--- src/rtl/bsa_pkg.sv ---
// Shared constants, types and helpers of the bitmap slot allocator.
// No dependencies; imported by the allocator top level.
package bsa_pkg;

    localparam int MAP_WORDS = 32;                      // words in the free map
    localparam int WORD_W    = 32;                      // slots per word
    localparam int BIT_W     = $clog2(WORD_W);          // bit index within a word
    localparam int WORD_AW   = $clog2(MAP_WORDS);       // word index
    localparam int SCAN_W    = WORD_AW + 1;             // start word, may reach MAP_WORDS
    localparam int SLOT_W    = WORD_AW + BIT_W;         // slot number
    localparam int KEY_W     = 32;
    localparam int KEY_OUT_W = 12;
    localparam int KEY_LIMIT = MAP_WORDS * WORD_W * 4;  // first rejected byte key

    localparam logic [WORD_W-1:0] WORD0_RESET = WORD_W'(32'h0000_00E0);
    localparam logic [WORD_W-1:0] WORDN_RESET = '1;

    localparam logic ACT_ALLOC   = 1'b0;
    localparam logic ACT_FREE    = 1'b1;
    localparam logic STATUS_OK   = 1'b0;
    localparam logic STATUS_FAIL = 1'b1;

    typedef enum logic [1:0] {
        S_IDLE = 2'b01,
        S_CHK  = 2'b10
    } state_t;

    // Contents a word holds before it is ever written.
    function automatic logic [WORD_W-1:0] reset_word(input logic [WORD_AW-1:0] idx);
        reset_word = (idx == '0) ? WORD0_RESET : WORDN_RESET;
    endfunction

    // Index of the lowest set bit; top index when the word is empty.
    function automatic logic [BIT_W-1:0] lowest_set(input logic [WORD_W-1:0] w);
        lowest_set = BIT_W'(WORD_W - 1);
        for (int i = WORD_W - 1; i >= 0; i--) begin
            if (w[i]) begin
                lowest_set = BIT_W'(i);
            end
        end
    endfunction

endpackage

--- src/rtl/bsa_ram.sv ---
// Generic single-write, single-read synchronous RAM with registered read data.
// No dependencies.
module bsa_ram #(
    parameter int WIDTH = 32,
    parameter int DEPTH = 32
) (
    input  logic                                       aclk,
    input  logic                                       wr_en,
    input  logic [(DEPTH > 1 ? $clog2(DEPTH) : 1)-1:0] wr_addr,
    input  logic [WIDTH-1:0]                           wr_data,
    input  logic                                       rd_en,
    input  logic [(DEPTH > 1 ? $clog2(DEPTH) : 1)-1:0] rd_addr,
    output logic [WIDTH-1:0]                           rd_data
);

    logic [WIDTH-1:0] mem [DEPTH];

    always_ff @(posedge aclk) begin
        if (wr_en) begin
            mem[wr_addr] <= wr_data;
        end
        if (rd_en) begin
            rd_data <= mem[rd_addr];
        end
    end

endmodule

--- src/rtl/bitmap_slot_allocator.sv ---
// Bitmap slot allocator: 1024 slots in a 32-word free map, a set bit marks a free slot.
// An input beat with tuser[0]=0 allocates the lowest free slot at or above the start word
// and returns slot*4; tuser[0]=1 frees the slot key/4 (keys of 4096 or more fail) and
// moves the start word there. Every input beat yields one result beat, status in tuser[0].
// Timing: the result is loaded in the check state, for a free at once and for an allocate
// when the scan stops, but only once the output register is free; the block then returns
// to idle for the next beat. An allocate passes each empty word in turn, bounded by the
// single read port of the map RAM, read one word per cycle. A new beat is taken in the
// cycle after a result is loaded, even if that result has not yet been taken. The map
// needs no clearing pass after reset. Depends on bsa_pkg and bsa_ram.
module bitmap_slot_allocator
    import bsa_pkg::*;
(
    input  logic        aclk,
    input  logic        aresetn,
    input  logic        s_tvalid,
    output logic        s_tready,
    input  logic [31:0] s_tdata,   // [31:0] key
    input  logic [0:0]  s_tuser,   // [0] action
    output logic        m_tvalid,
    input  logic        m_tready,
    output logic [15:0] m_tdata,   // [11:0] slot_key, [15:12] zero
    output logic [0:0]  m_tuser    // [0] status
);

    state_t              state_reg, state_next;
    logic [SCAN_W-1:0]   scan_word_reg, scan_word_next;
    logic [MAP_WORDS-1:0] valid_reg, valid_next;
    logic                act_reg;
    logic                key_ok_reg;
    logic [SLOT_W-1:0]   slot_reg;
    logic                out_valid_reg, out_valid_next;
    logic                out_status_reg, out_status_next;
    logic [KEY_OUT_W-1:0] out_key_reg, out_key_next;

    logic                accept;
    logic                out_free;
    logic                rd_en;
    logic [WORD_AW-1:0]  rd_addr;
    logic [WORD_W-1:0]   rd_data;
    logic                wr_en;
    logic [WORD_W-1:0]   wr_data;
    logic [WORD_AW-1:0]  cur_idx;
    logic [WORD_W-1:0]   map_word;
    logic [BIT_W-1:0]    low_bit;
    logic                scan_end;
    logic [SCAN_W-1:0]   scan_inc;
    logic [SLOT_W+1:0]   alloc_key;

    assign accept   = s_tvalid && s_tready;
    assign out_free = !out_valid_reg || m_tready;
    assign s_tready = (state_reg == S_IDLE);

    assign m_tvalid   = out_valid_reg;
    assign m_tuser[0] = out_status_reg;
    assign m_tdata    = 16'(out_key_reg);

    bsa_ram #(
        .WIDTH (WORD_W),
        .DEPTH (MAP_WORDS)
    ) u_map (
        .aclk    (aclk),
        .wr_en   (wr_en),
        .wr_addr (cur_idx),
        .wr_data (wr_data),
        .rd_en   (rd_en),
        .rd_addr (rd_addr),
        .rd_data (rd_data)
    );

    // Words never written read as their reset contents.
    assign cur_idx   = (act_reg == ACT_FREE) ? slot_reg[SLOT_W-1:BIT_W]
                                             : scan_word_reg[WORD_AW-1:0];
    assign map_word  = valid_reg[cur_idx] ? rd_data : reset_word(cur_idx);
    assign low_bit   = lowest_set(map_word);
    assign scan_end  = (scan_word_reg == SCAN_W'(MAP_WORDS));
    assign scan_inc  = scan_word_reg + SCAN_W'(1);
    assign alloc_key = {scan_word_reg[WORD_AW-1:0], low_bit, 2'b00};

    always_comb begin
        state_next      = state_reg;
        scan_word_next  = scan_word_reg;
        valid_next      = valid_reg;
        out_valid_next  = out_valid_reg && !m_tready;
        out_status_next = out_status_reg;
        out_key_next    = out_key_reg;
        rd_en           = 1'b0;
        rd_addr         = scan_word_reg[WORD_AW-1:0];
        wr_en           = 1'b0;
        wr_data         = map_word;

        case (state_reg)
            S_IDLE: begin
                if (accept) begin
                    rd_en      = 1'b1;
                    rd_addr    = (s_tuser[0] == ACT_FREE) ? s_tdata[SLOT_W+1:BIT_W+2]
                                                          : scan_word_reg[WORD_AW-1:0];
                    state_next = S_CHK;
                end
            end
            S_CHK: begin
                if (act_reg == ACT_FREE) begin
                    if (out_free) begin
                        out_valid_next  = 1'b1;
                        out_key_next    = '0;
                        out_status_next = key_ok_reg ? STATUS_OK : STATUS_FAIL;
                        state_next      = S_IDLE;
                        if (key_ok_reg) begin
                            wr_en          = 1'b1;
                            wr_data        = map_word | (WORD_W'(1) << slot_reg[BIT_W-1:0]);
                            scan_word_next = SCAN_W'(cur_idx);
                        end
                    end
                end else if (scan_end) begin
                    if (out_free) begin
                        out_valid_next  = 1'b1;
                        out_key_next    = '0;
                        out_status_next = STATUS_FAIL;
                        state_next      = S_IDLE;
                    end
                end else if (map_word != '0) begin
                    if (out_free) begin
                        out_valid_next  = 1'b1;
                        out_key_next    = KEY_OUT_W'(alloc_key);
                        out_status_next = STATUS_OK;
                        wr_en           = 1'b1;
                        wr_data         = map_word & ~(WORD_W'(1) << low_bit);
                        state_next      = S_IDLE;
                    end
                end else begin
                    // advance; read the next word unless the map end is reached
                    scan_word_next = scan_inc;
                    if (scan_inc != SCAN_W'(MAP_WORDS)) begin
                        rd_en   = 1'b1;
                        rd_addr = scan_inc[WORD_AW-1:0];
                    end
                end
            end
            default: begin
                state_next = S_IDLE;
            end
        endcase

        if (wr_en) begin
            valid_next[cur_idx] = 1'b1;
        end
    end

    always_ff @(posedge aclk) begin
        if (!aresetn) begin
            state_reg     <= S_IDLE;
            scan_word_reg <= '0;
            valid_reg     <= '0;
            out_valid_reg <= 1'b0;
        end else begin
            state_reg     <= state_next;
            scan_word_reg <= scan_word_next;
            valid_reg     <= valid_next;
            out_valid_reg <= out_valid_next;
        end
    end

    always_ff @(posedge aclk) begin
        out_status_reg <= out_status_next;
        out_key_reg    <= out_key_next;
        if (accept) begin
            act_reg    <= s_tuser[0];
            key_ok_reg <= (s_tdata < KEY_W'(KEY_LIMIT));
            slot_reg   <= s_tdata[SLOT_W+1:2];
        end
    end

    a_scan_range: assert property (@(posedge aclk) disable iff (!aresetn)
        scan_word_reg <= SCAN_W'(MAP_WORDS))
        else $error("start word beyond map end");

    a_scan_moves: assert property (@(posedge aclk) disable iff (!aresetn)
        $past(aresetn) && !$stable(scan_word_reg) |-> $past(state_reg == S_CHK))
        else $error("start word moved outside a check cycle");

    a_write_result: assert property (@(posedge aclk) disable iff (!aresetn)
        wr_en |=> out_valid_reg)
        else $error("map write without a result beat");

    a_fail_zero: assert property (@(posedge aclk) disable iff (!aresetn)
        out_valid_reg && out_status_reg == STATUS_FAIL |-> out_key_reg == '0)
        else $error("failed result carries a nonzero key");

endmodule
--- config.mk ---
export PLATFORM = sky130hd
export DESIGN_NAME = bitmap_slot_allocator
export DESIGN_NICKNAME = d
export VERILOG_FILES = /design/src/rtl/bsa_pkg.sv /design/src/rtl/bsa_ram.sv /design/src/rtl/bitmap_slot_allocator.sv
export SDC_FILE = /design/constraint.sdc
export NUM_CORES = 2
export LEC_CHECK = 0
export ABC_CLOCK_PERIOD_IN_PS = 4950
export BUFFER_PORTS_ARGS = -buffer_cell sky130_fd_sc_hd__buf_2
export CAP_MARGIN = 10
export CORE_AREA = 5 5 309 311
export DETAILED_ROUTE_END_ITERATION = 16
export DIE_AREA = 0 0 314 316
export GPL_TIMING_DRIVEN = 1
export PLACE_DENSITY = 0.78
export REMOVE_ABC_BUFFERS = 1
export SETUP_SLACK_MARGIN = 0.4
export SLEW_MARGIN = 5
export SYNTH_ARGS = -nofsm -noshare
export SYNTH_HDL_FRONTEND = slang
export SYNTH_HIERARCHICAL = 1
export SYNTH_SLANG_ARGS = --single-unit
--- constraint.sdc ---
create_clock -name aclk -period 4.95 [get_ports aclk]
set_input_delay 0.99 -clock aclk [delete_from_list [all_inputs] [get_ports aclk]]
set_output_delay 0.99 -clock aclk [all_outputs]
set_load 0.1 [all_outputs]
==> run metrics <==
number of core rows=112; Worst R2R End=u_map/rd_data[8]$_DFFE_PP_; IO Pins=56; TritonCTS clock tree=built; diodes inserted=0; Most used DFF post-synth=edfxtp_1; Hold Crit Endpoint=valid_reg[31]$_SDFFE_PN0P_; vias in the first global route=26688; drt via density=6.25; Slew headroom=15.9%; Critical Path RT=5.32 ns; Synth Warn #=6; most used cell, CP=buf_12; reg2reg path depth=16; CORE AREA=92500 sq um; fillers=6758; chip height=316 um; Placed Cells incl. Taps=4162; number of synthesized register bits=1122; drt pass-1 iters=8; minimum clock period=4.49 ns; GR Overflow Total=0; nets=3142; total CTS buffers=103; combinational power share=17.8%; Worst EP arrival=4.87 ns; Setup crit start kind=register; die area=99200 sq um; fmax=223 MHz; area grow syn2layout=15.8%; RSZ-0062 raised after global routing=false; first-pass GRT wire length=173 mm; synthesized area=45700 sq um; kind of critical path=register to register; Psw=6.38 mW; clk_lat worst skew=0.69 ns; Largest register FFs=1024; post-route DRC violation count=0; wire per inst=27.5 um; clock sink count=1122; Syn Area/Cell=15.8 sq um; final worst path period share=90.8%; maximum buffer depth of the clock tree=3; status=finished, final reports clean; Post-DRT Antenna Nets=0; worst r2r src=act_reg$_DFFE_PP_; Die X=314 um; post-synth top area share=71.1%; Clock Skew=0.0427 ns; Final GP Congestion=0.945; worst-path maximum fanout=25; worst slew pin tran=1.26 ns; worst hold path class=register to register; Final Hold Violating Endpoints=0; crit path max-delay cell type=mux4_2; commonest cells after routing, fill and taps aside=1081 x edfxtp_1, 518 x mux2i_1, 175 x nand2_1; Worst path max stage delay=0.46 ns; pwr dens=443 nW/um^2; Leak=16.1 nW; Layout Cells excl Fill=4385; Gate Count Post-Synth=2887; cell-internal power=17.0 mW; most common cell after layout, fill and taps aside=edfxtp_1; hold_ws=0.447 ns; Final HPWL DP=68.3 mm; largest area contributor in the netlist=edfxtp_1; largest net degree at the start of global routing=77; initial core utilization=49.4%; flop2flop setup slack=0.46 ns; H-tree depth=3; PortBufs=49; Sw Share=27.2%; hold path start=valid_reg[31]$_SDFFE_PN0P_; count of different cell masters after synthesis=74; Iteration-0 DRC Markers=3625; Async S/R FF share, synth=0%; worst path cell trace=buf_4 -> mux2_4 -> mux4_2 -> a22oi_2 -> o211ai_4 -> o21ai_4 -> nor2_1 -> a311oi_2 -> a221o_2 -> and2_4 -> buf_12 -> buf_12 -> a22o_1 -> nor3_1 -> a31oi_1 -> nand3_1; Final setup viols=0; hold depth=2; Total Wirelength=120 mm; Vias=27392; Synth area leaders=edfxtp_1 71%, mux2i_1 11%, dfxtp_1 1.8%; Seq pwr share=49.0%; max-slew violations=0; Peak VDD IR=0.278 mV; initial antenna violation count=0; layout cells sized above 1=16.8%; clk slew on worst S/H paths=0.06 ns; share of total power in the clock network=33.2%; number of synthesized flops with an enable pin=1081; gr usage total=23.3%; clk root buf=clkbuf_16; max cap viols=0; post-synthesis sequential area ratio=72.9%; crit path capture type=register
==> layer usage <==
metal | GRT usage [%] | wire (um)
met5 | 0 | 0
met4 | 8.47 | 4670
met3 | 4.10 | 12700
met2 | 39.1 | 58500
met1 | 31.0 | 44600
==> cell type report <==
class	instances	area, sq um	area share (%)
Clock buffer	135	2740	5.18
Clock inverter	57	558	1.06
Inverter	20	75.1	0.142
Multi-Input combinational cell	1581	11900	22.6
Sequential cell	1122	33300	63.0
Tap cell	1197	1500	2.83
Timing Repair Buffer	273	2770	5.25
==> synth_stat cells, types with 6 or more instances <==
library cell,count
nand3_1,127
buf_1,9
a31oi_1,45
nor4_1,10
a22oi_1,107
nor3b_1,8
nor2_1,100
nand3b_1,9
a21oi_1,135
dfxtp_1,41
buf_6,15
or2_2,9
edfxtp_1,1081
a2bb2oi_1,20
clkbuf_1,64
nand2_1,177
buf_4,39
o21ai_0,37
o31ai_1,15
and3_1,9
buf_2,38
a41oi_1,8
o21ai_1,24
inv_1,18
nand2b_1,6
a22o_1,65
nor2b_1,12
nor3_1,45
mux2i_1,518
==> power groups by stage <==
stage | Sequential [mW] | Clock, mW | Combinational, mW
floorplan | 11.7 | 0 | 3.46
global placement | 11.7 | 0 | 3.77
detailed placement | 11.7 | 0 | 3.86
CTS | 11.5 | 7.83 | 3.93
global route | 11.5 | 8.21 | 4.39
finish | 11.5 | 7.78 | 4.18
==> how the worst max path moves through the flow <==
stage / startpoint / endpoint / slack [ns] / cells past startpoint
3_3_place_gp: act_reg$_DFFE_PP_ / u_map/rd_data[27]$_DFFE_PP_ / 0.27 / 16
5_1_grt: act_reg$_DFFE_PP_ / u_map/rd_data[18]$_DFFE_PP_ / 0.39 / 16
3_5_place_dp: act_reg$_DFFE_PP_ / u_map/rd_data[27]$_DFFE_PP_ / 0.11 / 16
6_report: act_reg$_DFFE_PP_ / u_map/rd_data[8]$_DFFE_PP_ / 0.46 / 16
2_1_floorplan: act_reg$_DFFE_PP_ / u_map/rd_data[0]$_DFFE_PP_ / -15.44 / 12
4_1_cts: act_reg$_DFFE_PP_ / u_map/rd_data[30]$_DFFE_PP_ / 0.38 / 16
==> cell families (layout without fill, tap and decap cells) <==
family	count (synthesis)	after routing	synth area share, %
buf+inv	187	485	2.23
other cells	1	4	0.00821
fa+ha+maj	4	4	0.110
simple gates	546	546	5.63
compound gates	501	501	7.47
mux	526	526	11.7
flops	1122	1122	72.9
==> what timing repair did <==
action | CTS | global route
pin swaps | 2 | 5
setup endpoints to repair | 65 | 175
gates cloned | 1 | 7
buffers inserted | 7 | 14
hold buffers | 0 | 0
resized for setup | 9 | 19
==> worst max-delay path: cells and delay by family, from the launching register on <==
family	cells	cell delay, ns
AND/OR/NAND/NOR	4	0.59
flip-flops	1	0.45
multiplexers	2	0.82
buffers and inverters	3	0.61
AO/OA/AOI/OAI	7	1.65
==> metrics by stage <==
stage               utilization (%)  worst slack (ns)  power, mW  TNS (ns)  area [sq um]
floorplan                         -            -15.44       15.1   -637.22         44700
global placement               52.9             0.272       15.4         0         49000
detailed placement             52.9             0.111       15.5         0         49000
CTS                            56.7             0.377       23.2         0         52400
global route                   57.2             0.391       24.1         0         52900
finish                         57.2             0.456       23.4         0         52900
No activity file was read; power rests on OpenSTA's default activity.
